**config.mk**
```make
export PLATFORM = sky130hd
export DESIGN_NAME = postfix_to_prefix_converter_core
export DESIGN_NICKNAME = d
export VERILOG_FILES = /design/src/design/p2p_pkg.sv /design/src/design/postfix_to_prefix_converter_core.sv
export VERILOG_INCLUDE_DIRS = /design/src /design/src/design
export SDC_FILE = /design/constraint.sdc
export NUM_CORES = 1
export LEC_CHECK = 0
export BUFFER_PORTS_ARGS = -buffer_cell sky130_fd_sc_hd__buf_2
export CORE_ASPECT_RATIO = 0.6
export CORE_MARGIN = 4
export CORE_UTILIZATION = 56
export CTS_BUF_LIST = sky130_fd_sc_hd__clkbuf_4 sky130_fd_sc_hd__clkbuf_8 sky130_fd_sc_hd__clkbuf_16
export DETAILED_ROUTE_END_ITERATION = 10
export GPL_TIMING_DRIVEN = 0
export PLACE_DENSITY = 0.73
export REMOVE_ABC_BUFFERS = 1
export SKIP_LAST_GASP = 1
export SYNTH_ARGS = -nofsm -noshare
export SYNTH_HDL_FRONTEND = slang
export SYNTH_SLANG_ARGS = --single-unit
```
**constraint.sdc**
```tcl
create_clock -name clk -period 7.3 [get_ports clk]
set_clock_uncertainty 0.1 [all_clocks]
set_input_delay 1.095 -clock clk [delete_from_list [all_inputs] [get_ports clk]]
set_output_delay 1.095 -clock clk [all_outputs]
set_load 0.02 [all_outputs]
```
**src/design/postfix_to_prefix_converter_core_assert.svh**
```systemverilog
// Assertion macros for the postfix-to-prefix converter.
// Expects clk and rst_n in the scope of the module that uses them.
`ifndef POSTFIX_TO_PREFIX_CONVERTER_CORE_ASSERT_SVH
`define POSTFIX_TO_PREFIX_CONVERTER_CORE_ASSERT_SVH

// same-cycle implication
`define P2P_ASSERT_IMP(lbl, ante, cons, msg) \
  lbl: assert property (@(posedge clk) disable iff (!rst_n) (ante) |-> (cons)) \
    else $error(msg);

// next-cycle implication
`define P2P_ASSERT_NXT(lbl, ante, cons, msg) \
  lbl: assert property (@(posedge clk) disable iff (!rst_n) (ante) |=> (cons)) \
    else $error(msg);

`endif

```
**src/design/p2p_pkg.sv**
```systemverilog
// Shared types and constants for the postfix-to-prefix converter.
// No dependencies.
package p2p_pkg;

  typedef struct packed {
    logic [7:0] symbol;
    logic       end_of_expression;
  } in_word_t;

  typedef struct packed {
    logic [7:0] prefix_symbol;
    logic [2:0] status;
    logic       last_of_run;
  } out_word_t;

  localparam logic [2:0] ST_OK         = 3'd0;
  localparam logic [2:0] ST_BAD_CHAR   = 3'd1;
  localparam logic [2:0] ST_MISSING    = 3'd2;
  localparam logic [2:0] ST_UNBALANCED = 3'd3;
  localparam logic [2:0] ST_OVERFLOW   = 3'd4;

  localparam logic [7:0] CH_PLUS  = 8'h2B;
  localparam logic [7:0] CH_MINUS = 8'h2D;
  localparam logic [7:0] CH_STAR  = 8'h2A;
  localparam logic [7:0] CH_SLASH = 8'h2F;
  localparam logic [7:0] CH_PCT   = 8'h25;
  localparam logic [7:0] CH_CARET = 8'h5E;
  localparam logic [7:0] CH_SPACE = 8'h20;
  localparam logic [7:0] CH_0     = 8'h30;
  localparam logic [7:0] CH_9     = 8'h39;
  localparam logic [7:0] CH_UA    = 8'h41;
  localparam logic [7:0] CH_UZ    = 8'h5A;
  localparam logic [7:0] CH_LA    = 8'h61;
  localparam logic [7:0] CH_LZ    = 8'h7A;

  function automatic logic is_alnum(input logic [7:0] c);
    return (c >= CH_0 && c <= CH_9) || (c >= CH_UA && c <= CH_UZ) ||
           (c >= CH_LA && c <= CH_LZ);
  endfunction

  function automatic logic is_op(input logic [7:0] c);
    return c == CH_PLUS || c == CH_MINUS || c == CH_STAR || c == CH_SLASH ||
           c == CH_PCT || c == CH_CARET;
  endfunction

endpackage

```
**src/design/postfix_to_prefix_converter_core.sv**
```systemverilog
// Postfix-to-prefix converter, top level.
// Depends on p2p_pkg and postfix_to_prefix_converter_core_assert.svh.
//
// Usage:
//  - Input channel (in_valid/in_stall/in_word): one postfix character per word,
//    with end_of_expression on the final one. Spaces are skipped, letters and
//    digits are operands, + - * / % ^ are binary operators.
//  - Output channel (out_valid/out_stall/out_word): on an end word, either the
//    prefix string one character per word (status ok) or one error word
//    (prefix_symbol 0). last_of_run marks the final word of the expression.
//  - Per input word: an operand or skipped character goes through S_DEC and
//    S_END; an operator also goes through S_FROM, the shift (symbols from the
//    merged segment's start to the end of the store) and S_OPW. The shift moves
//    one symbol a cycle through the single write port of the symbol store.
//  - End: after the last character's work, S_END hands over to S_EMIT;
//    results stream at one word per cycle while out_stall is low; a stall
//    simply holds the output register and pauses the read-out.
//  - The next input word is taken once the last result sits in the output
//    register, even if it is still stalled.
//  - Reset clears counters, held error and the output valid; memories
//    are not cleared (only written entries are ever read).
module postfix_to_prefix_converter_core #(
  parameter int SYMBOLS = 64
) (
  input  logic                clk,
  input  logic                rst_n,
  input  logic                in_valid,
  output logic                in_stall,
  input  p2p_pkg::in_word_t   in_word,
  output logic                out_valid,
  input  logic                out_stall,
  output p2p_pkg::out_word_t  out_word
);

  import p2p_pkg::*;

  localparam int AW = (SYMBOLS > 1) ? $clog2(SYMBOLS) : 1;  // store index
  localparam int CW = $clog2(SYMBOLS + 1);                 // length/count

  // sequencer states
  localparam logic [2:0] S_IDLE = 3'd0;  // wait for a character
  localparam logic [2:0] S_DEC  = 3'd1;  // classify, push or start a merge
  localparam logic [2:0] S_FROM = 3'd2;  // merge start read back
  localparam logic [2:0] S_SH   = 3'd3;  // shift one symbol right per cycle
  localparam logic [2:0] S_OPW  = 3'd4;  // write operator in front
  localparam logic [2:0] S_END  = 3'd5;  // end check / error word
  localparam logic [2:0] S_EMIT = 3'd6;  // stream prefix string

  // ---------------- registers ----------------
  logic [2:0]    state_r, state_nxt;
  logic [CW-1:0] used_r, used_nxt;
  logic [CW-1:0] count_r, count_nxt;
  logic [2:0]    err_r, err_nxt;
  logic [7:0]    sym_r, sym_nxt;
  logic          end_r, end_nxt;
  logic [AW-1:0] from_r, from_nxt;
  logic [AW-1:0] j_r, j_nxt;
  logic [AW-1:0] k_r, k_nxt;
  logic          out_valid_r, out_valid_nxt;
  out_word_t     out_word_r, out_word_nxt;

  // ---------------- memories ----------------
  logic [7:0]    sym_mem [SYMBOLS];
  logic [AW-1:0] start_mem [SYMBOLS];
  logic [7:0]    sym_rdata_r;
  logic [AW-1:0] start_rdata_r;

  logic          sym_we;
  logic [AW-1:0] sym_waddr, sym_raddr;
  logic [7:0]    sym_wdata;
  logic          start_we;
  logic [AW-1:0] start_waddr, start_raddr;
  logic [AW-1:0] start_wdata;

  // ---------------- helpers ----------------
  logic [CW-1:0] used_dec, count_dec2;
  logic [AW-1:0] used_idx, used_m1_idx, count_idx, count_m2_idx;
  logic [AW-1:0] j_m1, j_m2, k_p1;
  logic          slot_free;
  logic          store_full;
  logic [2:0]    fin_err;

  assign used_dec     = used_r - 1'b1;
  assign count_dec2   = count_r - CW'(2);
  assign used_idx     = used_r[AW-1:0];
  assign used_m1_idx  = used_dec[AW-1:0];
  assign count_idx    = count_r[AW-1:0];
  assign count_m2_idx = count_dec2[AW-1:0];
  assign j_m1         = j_r - 1'b1;
  assign j_m2         = j_r - 1'b1 - 1'b1;
  assign k_p1         = k_r + 1'b1;
  assign store_full   = (used_r >= CW'(SYMBOLS)) || (count_r >= CW'(SYMBOLS));
  // output register can take a word this cycle
  assign slot_free    = !out_valid_r || !out_stall;
  // status reported at end of expression
  assign fin_err      = (err_r != ST_OK) ? err_r :
                        ((count_r != CW'(1)) ? ST_UNBALANCED : ST_OK);

  assign in_stall  = (state_r != S_IDLE);
  assign out_valid = out_valid_r;
  assign out_word  = out_word_r;

  always_comb begin
    state_nxt     = state_r;
    used_nxt      = used_r;
    count_nxt     = count_r;
    err_nxt       = err_r;
    sym_nxt       = sym_r;
    end_nxt       = end_r;
    from_nxt      = from_r;
    j_nxt         = j_r;
    k_nxt         = k_r;
    out_valid_nxt = out_valid_r && out_stall;
    out_word_nxt  = out_word_r;

    sym_we      = 1'b0;
    sym_waddr   = used_idx;
    sym_wdata   = sym_r;
    sym_raddr   = used_m1_idx;
    start_we    = 1'b0;
    start_waddr = count_idx;
    start_wdata = used_idx;
    start_raddr = count_m2_idx;

    unique case (state_r)
      S_IDLE: begin
        if (in_valid) begin
          sym_nxt   = in_word.symbol;
          end_nxt   = in_word.end_of_expression;
          state_nxt = S_DEC;
        end
      end
      S_DEC: begin
        state_nxt = S_END;
        if (err_r != ST_OK || sym_r == CH_SPACE) begin
          // ignored
        end else if (is_alnum(sym_r)) begin
          if (store_full) begin
            err_nxt = ST_OVERFLOW;
          end else begin
            sym_we    = 1'b1;
            start_we  = 1'b1;
            used_nxt  = used_r + 1'b1;
            count_nxt = count_r + 1'b1;
          end
        end else if (is_op(sym_r)) begin
          if (count_r < CW'(2)) begin
            err_nxt = ST_MISSING;
          end else if (used_r >= CW'(SYMBOLS)) begin
            err_nxt = ST_OVERFLOW;
          end else begin
            state_nxt = S_FROM;  // start_raddr already at count-2
          end
        end else begin
          err_nxt = ST_BAD_CHAR;
        end
      end
      S_FROM: begin
        from_nxt  = start_rdata_r;
        j_nxt     = used_idx;
        sym_raddr = used_m1_idx;
        state_nxt = S_SH;
      end
      S_SH: begin
        // sym_rdata_r holds store[j-1]
        sym_we    = 1'b1;
        sym_waddr = j_r;
        sym_wdata = sym_rdata_r;
        sym_raddr = j_m2;
        if (j_m1 == from_r) begin
          state_nxt = S_OPW;
        end else begin
          j_nxt = j_m1;
        end
      end
      S_OPW: begin
        sym_we    = 1'b1;
        sym_waddr = from_r;
        sym_wdata = sym_r;
        used_nxt  = used_r + 1'b1;
        count_nxt = count_r - 1'b1;
        state_nxt = S_END;
      end
      S_END: begin
        sym_raddr = '0;
        if (!end_r) begin
          state_nxt = S_IDLE;
        end else if (fin_err != ST_OK) begin
          if (slot_free) begin
            out_valid_nxt              = 1'b1;
            out_word_nxt.prefix_symbol = '0;
            out_word_nxt.status        = fin_err;
            out_word_nxt.last_of_run   = 1'b1;
            used_nxt  = '0;
            count_nxt = '0;
            err_nxt   = ST_OK;
            state_nxt = S_IDLE;
          end
        end else begin
          k_nxt     = '0;
          state_nxt = S_EMIT;
        end
      end
      S_EMIT: begin
        // sym_rdata_r holds store[k]; read address held while stalled
        sym_raddr = k_r;
        if (slot_free) begin
          out_valid_nxt              = 1'b1;
          out_word_nxt.prefix_symbol = sym_rdata_r;
          out_word_nxt.status        = ST_OK;
          out_word_nxt.last_of_run   = (k_r == used_m1_idx);
          if (k_r == used_m1_idx) begin
            used_nxt  = '0;
            count_nxt = '0;
            err_nxt   = ST_OK;
            state_nxt = S_IDLE;
          end else begin
            k_nxt     = k_p1;
            sym_raddr = k_p1;
          end
        end
      end
      default: begin
        state_nxt = S_IDLE;
      end
    endcase
  end

  // control registers
  always_ff @(posedge clk) begin
    if (!rst_n) begin
      state_r     <= S_IDLE;
      used_r      <= '0;
      count_r     <= '0;
      err_r       <= ST_OK;
      out_valid_r <= 1'b0;
    end else begin
      state_r     <= state_nxt;
      used_r      <= used_nxt;
      count_r     <= count_nxt;
      err_r       <= err_nxt;
      out_valid_r <= out_valid_nxt;
    end
  end

  // payload registers
  always_ff @(posedge clk) begin
    sym_r      <= sym_nxt;
    end_r      <= end_nxt;
    from_r     <= from_nxt;
    j_r        <= j_nxt;
    k_r        <= k_nxt;
    out_word_r <= out_word_nxt;
  end

  // symbol store: one write, one registered read
  always_ff @(posedge clk) begin
    if (sym_we) begin
      sym_mem[sym_waddr] <= sym_wdata;
    end
    sym_rdata_r <= sym_mem[sym_raddr];
  end

  // segment start table
  always_ff @(posedge clk) begin
    if (start_we) begin
      start_mem[start_waddr] <= start_wdata;
    end
    start_rdata_r <= start_mem[start_raddr];
  end

  // ---------------- assertions ----------------
`include "postfix_to_prefix_converter_core_assert.svh"

  `P2P_ASSERT_IMP(a_count_le_used, 1'b1, count_r <= used_r && used_r <= CW'(SYMBOLS), "count/used out of range")
  `P2P_ASSERT_IMP(a_shift_above_from, state_r == S_SH, j_r > from_r, "shift pointer passed merge start")
  `P2P_ASSERT_IMP(a_err_word_last, out_valid_r && out_word_r.status != ST_OK, out_word_r.last_of_run && out_word_r.prefix_symbol == 8'd0, "error word malformed")
  `P2P_ASSERT_NXT(a_merge_counts, state_r == S_OPW, count_r == $past(count_r) - 1'b1 && used_r == $past(used_r) + 1'b1, "merge count update wrong")

endmodule

```
# --- Word level (Yosys, flattened, before mapping) ---
# Memory sizes are Yosys's and may differ from the RTL's. A register that Yosys moved wholly into a read port is not among the register bits.
# Index checks and enable logic that the tools add are counted.
word_totals:
  reg_bits: 60
  ram_bits: 896
  in_bits: 13
  out_inout_bits: 14
  elab_cells: 160
  mem_count: 2
classes:
  add_sub_neg: 8
  n_lt_le_gt_ge: 9
  eq_ne: 31
  muxes: 65
  reduce_logical: 32
memory_table:
  columns: ["name", "depth", "width", "rd", "rd_clocked_by_memory_dff", "wr", "line", "text"]
  rows:
  - ["sym_mem", 64, 8, 1, 1, 1, "postfix_to_prefix_converter_core.sv:63", "logic [7:0] sym_mem [SYMBOLS];"]
  - ["start_mem", 64, 6, 1, 1, 1, "postfix_to_prefix_converter_core.sv:64", "logic [AW-1:0] start_mem [SYMBOLS];"]
ops:
  columns: ["cell", "n"]
  rows:
  - ["7-bit 2-to-1 mux", 11]
  - ["3-bit 2-to-1 mux", 21]
  - ["7-bit one-hot mux with 4 select lines", 2]
  - ["8-bit by 6-bit equality test with 1-bit output (second input constant)", 6]
  - ["12-bit 2-to-1 mux", 4]
  - ["6-bit one-hot mux with 2 select lines", 3]
  - ["6-bit 2-to-1 mux", 5]
  - ["2-bit != test (second input constant)", 12]
  - ["12-bit one-hot mux with 2 select lines", 1]
  - ["3-bit one-hot mux with 7 select lines", 1]
  - ["6-bit one-hot mux with 3 select lines", 1]
  - ["9-bit AND reduction", 2]
  - ["6-bit by 1-bit subtractor with 6-bit output (second input constant)", 3]
  - ["8-bit by 7-bit >= comparator with 1-bit output (second input constant)", 2]
  - ["8-bit by 7-bit <= comparator with 1-bit output (second input constant)", 2]
  - ["7-bit by 1-bit adder with 7-bit output (second input constant)", 2]
  - ["7-bit >= comparator (second input constant)", 2]
  - ["6-bit equality test", 2]
  - ["3-bit nonzero test", 4]
  - ["1-bit 2-to-1 mux", 11]
  - ["1-bit logical OR", 10]
  - ["5-bit AND reduction", 2]
  - ["3-bit equality test (second input constant)", 3]
  - ["3-bit one-hot mux with 3 select lines", 1]
  - ["24 further kinds", 32]

# --- Logic depth before layout (Yosys ltp) ---
# Gate-level depths: netlist of the first run.
logic_depth:
  ltp_word: 10
  ltp_mapped: 17
  mapped_depth_nobuf: 12

# --- Worst setup path after synthesis of the first run ---
# No wires, ideal clock.
synth_timing:
  path_kind: "register -> register"
  from: "register used_r[0]"
  to: "register sym_rdata_r[7] (read register of sym_mem)"
  t_arrival_ps: 4301
  t_required_ps: 7080
  setup_slack_ps: 2779
  stages_incl_launch_ff: 14
  period_less_slack_ps: 4521
  path_cell_list: "dfxtp_1 > buf_2 > inv_1 > ha_1 > xor3_1 > nor3_2 > nand3_4 > mux2_4 > nor2_8 > buf_2 > mux4_2 > a22oi_1 > nand3_1 > a211o_1"
synth_via:
  elab_chain_cells: 5
synth_lines:
  columns: ["element", "line", "text"]
  rows:
  - ["start: declaration", "postfix_to_prefix_converter_core.sv:51", "logic [CW-1:0] used_r, used_nxt;"]
  - ["start signal: assignment", "postfix_to_prefix_converter_core.sv:239", "used_r <= used_nxt;"]
  - ["6-bit by 1-bit subtractor with 6-bit output *", "postfix_to_prefix_converter_core.sv:83", "assign used_dec = used_r - 1'b1;"]
  - ["6-bit equality test", "postfix_to_prefix_converter_core.sv:212", "if (k_r == used_m1_idx) begin"]
  - ["6-bit 2-to-1 mux (2 in a row)", null, null]
  - ["6-bit one-hot mux with 3 select lines *", "postfix_to_prefix_converter_core.sv:125", "unique case (state_r)"]
  - ["end: declaration", "postfix_to_prefix_converter_core.sv:65", "logic [7:0] sym_rdata_r;"]
# Every way passes the cells marked *; elsewhere a longest branch is shown, timed or not.
# A chain may end at the register's enable or synchronous reset.

# --- Final worst setup path of the first run ---
layout_timing:
  from: "register used_r[1]"
  to: "register sym_rdata_r[2] (read register of sym_mem)"
# Same word-level chain as after synthesis.

==> impl_metrics.toml, run 1 <==
[setup_path]
cp.arrival_ns = 6.76
path_depth = 13
crit_chain = "buf_12 > inv_1 > ha_1 > nor3b_1 > xnor2_1 > nand3_4 > o21ai_2 > mux2_2 > nor2_2 > nand3_1 > o22ai_1 > nor3_1 > or4_1"
reg2reg_from = "used_r[1]"
r2r-end = "sym_rdata_r[2]"
path_max_fanout = 41
crit_path_end_kind = "flip-flop"
crit_path_top_delay_cell = "nor2_2"
worstPathRequired_ns = 7.70
cpPeakStageDelay_ns = 0.98
r2r_slack_ns = 0.94
startpoint_type = "flip-flop"
cp_top_family = "simple AND/OR/NAND/NOR gates"
crit_type = "reg -> reg"
path_buf_inv = 2
reg2reg_depth = 13

[synthesis]
ys_types = 84
syn-mean-instance-area_sq_um = 16.08
syn-instance-count = 2465
ys.flop_type = "edfxtp_1"
synth_seq_cells = 970
syn_area_sq_um = 39630
synth_edf_count = 935
ys_seq_area_frac = 0.7261
yosysWarnings = 0
async_flop_share = 0

[final_layout]
final_cell_mix = "935 x edfxtp_1, 329 x nand2_1, 193 x nor2_1, 151 x mux4_2, 102 x nand3_1"
nets = 2510
final_cells = 3479
final_core_util = 0.6281
synthToLayoutAreaGrowth_pct = 10.94
drive_gt1_frac = 0.1547
final_area_sq_um = 43970
layout_commonest_cell = "edfxtp_1"

[die]
initial_core_util = 0.5661
die_area_sq_um = 75230
io_pins = 27
die_y_microns = 214.1
core_area_sq_um = 70000
fp.dieW_microns = 351.4
std_cell_rows = 75

[cts]
clk_latency_ns = 0.65
cts_hold_buf = 0
clockBufferDepth = 3
ctsResizeCount = 0
clk_pin_slew_ns = 0.07
cts.htree.levels = 3
numCtsBuffers = 86
cts_setup_buffers = 0
clockRootBuffer = "clkbuf_16"
cts_tree = "done"
clkSinkCount = 970

[global_route]
grt_antenna_before_repair = 6
grt_util_all_layers = 0.2634
grt_pass1_wl_mm = 145.7
grt_max_degree = 73
grt_overflow_total = 0
grt_pass1_vias = 22130

[worst_hold_path]
hp-start = "start_rdata_r[4]"
worstHoldPathType = "reg -> reg"
worstHoldPathCells = 0
holdPathEnd = "from_r[4]"

[flow_run]
cap_violations = 0

[run_status]
status = "finished, final reports clean"

[placed_design]
placed_area_sq_um = 41060
io_buffers = 26
place.gp.congestion = 0.9053
dp.cells = 3319
hpwlAfterDp_mm = 63.81

[pwr]
peakVddDrop_uv = 227.7
p_int_uw = 10240
powerDensity_nw_per_um2 = 337.7
seqPwrFrac = 0.432
pwr-share-comb = 0.254
p_sw_frac = 0.3102
power_leakage_uw = 0.01392
p_clk_frac = 0.314
power.switching_uw = 4605

[timing]
final-hold-violation-count = 0
maxSlewViolCount = 0
worstMarginPinSlew_ns = 1.466
final-setup-viol-count = 0
rsz0062_at_grt = "no"
slew_headroom = 0.01883
setup_tns_ns = 0
holdWs_ns = 0.3120
fin_crit_ns = 6.357
fin_crit_sh = 0.8708
fmax_mhz = 157.3

[routing]
antenna_left = 0
num_vias = 23030
drtIter0Drc = 3921
drc_errors = 0
via_per_inst = 6.620
first_pass_iters = 6
wl_mm = 98.19
routedWlPerCell_microns = 28.22
-- Yosys cell counts, drive strengths merged, types with 3 or more instances --
cell     count  area [sq um]
a21o         5         37.54
nand4       29         181.4
mux4       153          3453
xor2        15         131.4
a41oi        5         43.79
mux2         4         48.79
a31oi        9         56.30
nor2       198         762.0
a21boi       6         45.04
inv         13         48.80
nor3        29         150.1
nand2b       6         37.54
dfxtp       35         700.7
nor4         7         43.79
nand2      339          1275
ha          14         175.2
a32o         3         30.03
a21oi       95         475.5
or3          7         48.80
or4          5         37.54
a211o        3         26.28
o22ai       27         168.9
and3         6         37.54
o21ai       45         229.0
edfxtp     935         28080
mux2i       88         880.8
clkbuf      56         212.7
or2          4         25.02
a32oi       19         166.4
a2111oi      3         32.53
a221oi       4         35.03
nor2b       18         112.6
a211oi      10         75.07
and2        13         81.33
buf         71         407.9
a22oi       24         180.2
xnor2       18         157.7
nand3      103         528.0
-- cells by family (layout without fill, tap and decap cells) --
logic type	Yosys count	after routing	synth area share
buf+inv	140	229	0.01689
mux	245	245	0.1106
xor+xnor	35	35	0.008461
fa+ha+maj	14	14	0.004420
simple gates	778	778	0.08685
compound gates	283	283	0.04669
flops	970	970	0.7261
other cells	0	1	0
-- how the worst max path moves through the flow --
stage	start	end	slack (ns)
after floorplan	used_r[0]	sym_rdata_r[6]	-0.19
after global placement	used_r[0]	sym_rdata_r[6]	-7.03
after detailed placement	used_r[0]	sym_rdata_r[0]	0.82
after CTS	used_r[0]	sym_rdata_r[0]	0.78
after global routing	used_r[0]	sym_rdata_r[0]	0.72
final	used_r[1]	sym_rdata_r[2]	0.94
-- flip-flops by register name, summed over array words and instances (netlist names), 7 cells and up --
signal	count
out_word	12
sym_r	8
sym_mem	512
used_r	7
start_mem	384
sym_rdata_r	8
count_r	7
-- through the flow --
stage                     worst slack, ns  total power, uW
after floorplan                   -0.1881             8775
after global placement             -7.033            10080
after detailed placement           0.8208            10150
after CTS                          0.7754            14760
after global routing               0.7192            15340
final                              0.9432            14850
-- layer usage --
metal	global-route usage	up-vias	routed length [microns]
met1	0.4205	11710	41170
met3	0.1044	175	14610
li1	-	9676	-
met5	0	-	37
met4	0.05702	6	1907
met2	0.3421	1467	40460
-- cell type report --
class | instances | area [sq um]
diodes | 1 | 2.502
clock buffers | 105 | 2365
clock inverters | 54 | 531.8
fillers | 4809 | 26040
inverters | 13 | 48.80
multi-input cells | 1355 | 10270
flip-flops and latches | 970 | 28790
well taps | 924 | 1156
repair buffers | 57 | 800.8
-- worst reg2reg max path, cell delays in order (launching register included) --
cell and delay (ns):
dfxtp_2 0.81, buf_12 0.29, inv_1 0.13, ha_1 0.28, nor3b_1 0.22, xnor2_1 0.37
nand3_4 0.23, o21ai_2 0.37, mux2_2 0.84, nor2_2 0.98, nand3_1 0.19, o22ai_1 0.51
nor3_1 0.27, or4_1 0.62
-- power by group through the flow --
stage | registers [uW] | clock network [uW] | logic, uW
6_report | 6410 | 4670 | 3770
5_1_grt | 6420 | 4970 | 3950
4_1_cts | 6410 | 4710 | 3650
3_5_place_dp | 6530 | 0 | 3620
3_3_place_gp | 6700 | 0 | 3380
2_1_floorplan | 6580 | 0 | 2190
(Power assumes the default switching activity.)
==> inputs of run 2 (changes only) <==
==> constraint.sdc (replaced) <==
create_clock -name clk -period 7.3 [get_ports clk]
set_clock_uncertainty 0.1 [all_clocks]
set_input_delay 0.365 -clock clk [delete_from_list [all_inputs] [get_ports clk]]
set_output_delay 0.365 -clock clk [all_outputs]
set_load 0.02 [all_outputs]
==> impl_metrics.toml, run 2 (synthesis gave the netlist of run 1 again) <==
[run_status]
status = "finished, violations left"
failed_checks = "capacitance limit"

[routing]
num_vias = 23000
wl_mm = 98.35
via_per_inst = 6.591
routedWlPerCell_microns = 28.18
first_pass_iters = 8
antenna_left = 0
drc_errors = 0
drtIter0Drc = 3858

[timing]
worstMarginPinSlew_ns = 1.476
fin_crit_sh = 0.8711
rsz0062_at_grt = "no"
fmax_mhz = 157.3
slew_headroom = 0.01212
maxSlewViolCount = 0
final-setup-viol-count = 0
final-hold-violation-count = 0
fin_crit_ns = 6.359

[placed_design]
placed_area_sq_um = 41060
hpwlAfterDp_mm = 63.81
io_buffers = 26
place.gp.congestion = 0.9053

[setup_path]
crit_path_end_kind = "flip-flop"
cp.arrival_ns = 6.77
r2r_slack_ns = 0.94
startpoint_type = "flip-flop"
crit_type = "reg -> reg"
r2r-end = "sym_rdata_r[2]"
worstPathRequired_ns = 7.71
path_max_fanout = 42
reg2reg_depth = 13
reg2reg_from = "used_r[0]"

[die]
fp.dieW_microns = 351.4
core_area_sq_um = 70000
die_y_microns = 214.1
die_area_sq_um = 75230
io_pins = 27
std_cell_rows = 75
initial_core_util = 0.5661

[final_layout]
largest-register = "sym_mem"
layout_commonest_cell = "edfxtp_1"
synthToLayoutAreaGrowth_pct = 11.20
largest_reg_flops = 512
final_area_sq_um = 44070
final_cell_mix = "935 x edfxtp_1, 329 x nand2_1, 193 x nor2_1, 151 x mux4_2, 102 x nand3_1"
drive_gt1_frac = 0.1541
nets = 2520

[cts]
clk_pin_slew_ns = 0.07
clockRootBuffer = "clkbuf_16"
cts.htree.levels = 3
cts_tree = "done"
numCtsBuffers = 86
clk_latency_ns = 0.65
clkSinkCount = 970
cts_setup_buffers = 0
clockBufferDepth = 3

[global_route]
grt_pass1_vias = 22200
grt_pass1_wl_mm = 146.0
grt_overflow_total = 0
grt_antenna_before_repair = 6
grt_max_degree = 73
grt_util_all_layers = 0.2637

[pwr]
powerDensity_nw_per_um2 = 336.9
power_uw = 14850
peakVddDrop_uv = 226.6
power_leakage_uw = 0.01396

[worst_hold_path]
worstHoldPathCells = 3
hp-start = "out_stall"
worstHoldPathType = "in -> reg"
holdPathEnd = "out_valid"

[flow_run]
cap_violations = 1
[run 2: cell types whose count changed in the layout (fill, tap and decap cells not counted), sizes merged]
cell | previous run | this run
dlygate4sd3 | 0 | 10
diode | 1 | 2
[run 2: worst max path at each step]
stage | startpoint | endpoint | slack (ns)
after global placement | used_r[0] | sym_rdata_r[6] | -7.03
after detailed placement | used_r[0] | sym_rdata_r[0] | 0.82
after CTS | used_r[0] | sym_rdata_r[0] | 0.78
after floorplan | used_r[0] | sym_rdata_r[6] | -0.19
final | used_r[0] | sym_rdata_r[2] | 0.94
after global routing | used_r[0] | sym_rdata_r[0] | 0.72
[run 2: final cells by class]
| type | instances | area [sq um] |
|---|---|---|
| timing repair buffer | 67 | 900.9 |
| clock inverter | 54 | 531.8 |
| fill | 4803 | 25930 |
| inverter | 13 | 48.80 |
| sequential | 970 | 28790 |
| multi-input combinational | 1355 | 10270 |
| antenna | 2 | 5.005 |
| clock buffer | 105 | 2365 |
| tap | 924 | 1156 |
[run 2: per-layer routing]
metal	routed length [microns]	GRT usage
met1	40860	0.4205
met2	40790	0.3428
met3	14820	0.1046
met4	1842	0.05702
met5	37	0
[run 2: stage by stage]
step / hold slack, ns / worst slack [ns] / utilization / cells / setup TNS, ns
floorplan: 0.2855 / -0.1881 / - / 2338 / -0.4411
global placement: 0.2939 / -7.033 / 0.5757 / 3288 / -614.75
detailed placement: 0.2897 / 0.8208 / 0.5865 / 3319 / 0
global route: 0.2645 / 0.7192 / 0.6295 / 3488 / 0
finish: 0.2458 / 0.9407 / 0.6295 / 3490 / 0
CTS: 0.1796 / 0.7754 / 0.6293 / 3488 / 0
[run 2: timing repair]
item / 4_1_cts / 5_1_grt
endpoints found under the hold margin: 22 / 0
gates resized for setup: 0 / 0
hold buffers: 10 / 0
[run 2: critical path: stages, from the launching register on]
cell and delay, ns:
dfxtp_2 0.79, buf_12 0.29, inv_1 0.12, ha_1 0.30
nor3b_1 0.22, xnor2_1 0.37, nand3_4 0.23, o21ai_2 0.37
mux2_2 0.85, nor2_2 0.97, nand3_1 0.17, o22ai_1 0.49
nor3_1 0.27, or4_1 0.62
[run 2: where the power goes]
group	internal [uW]	switching, uW
combinational	1300	2470
clock	2670	2000
sequential	6270	134
total	10200	4600
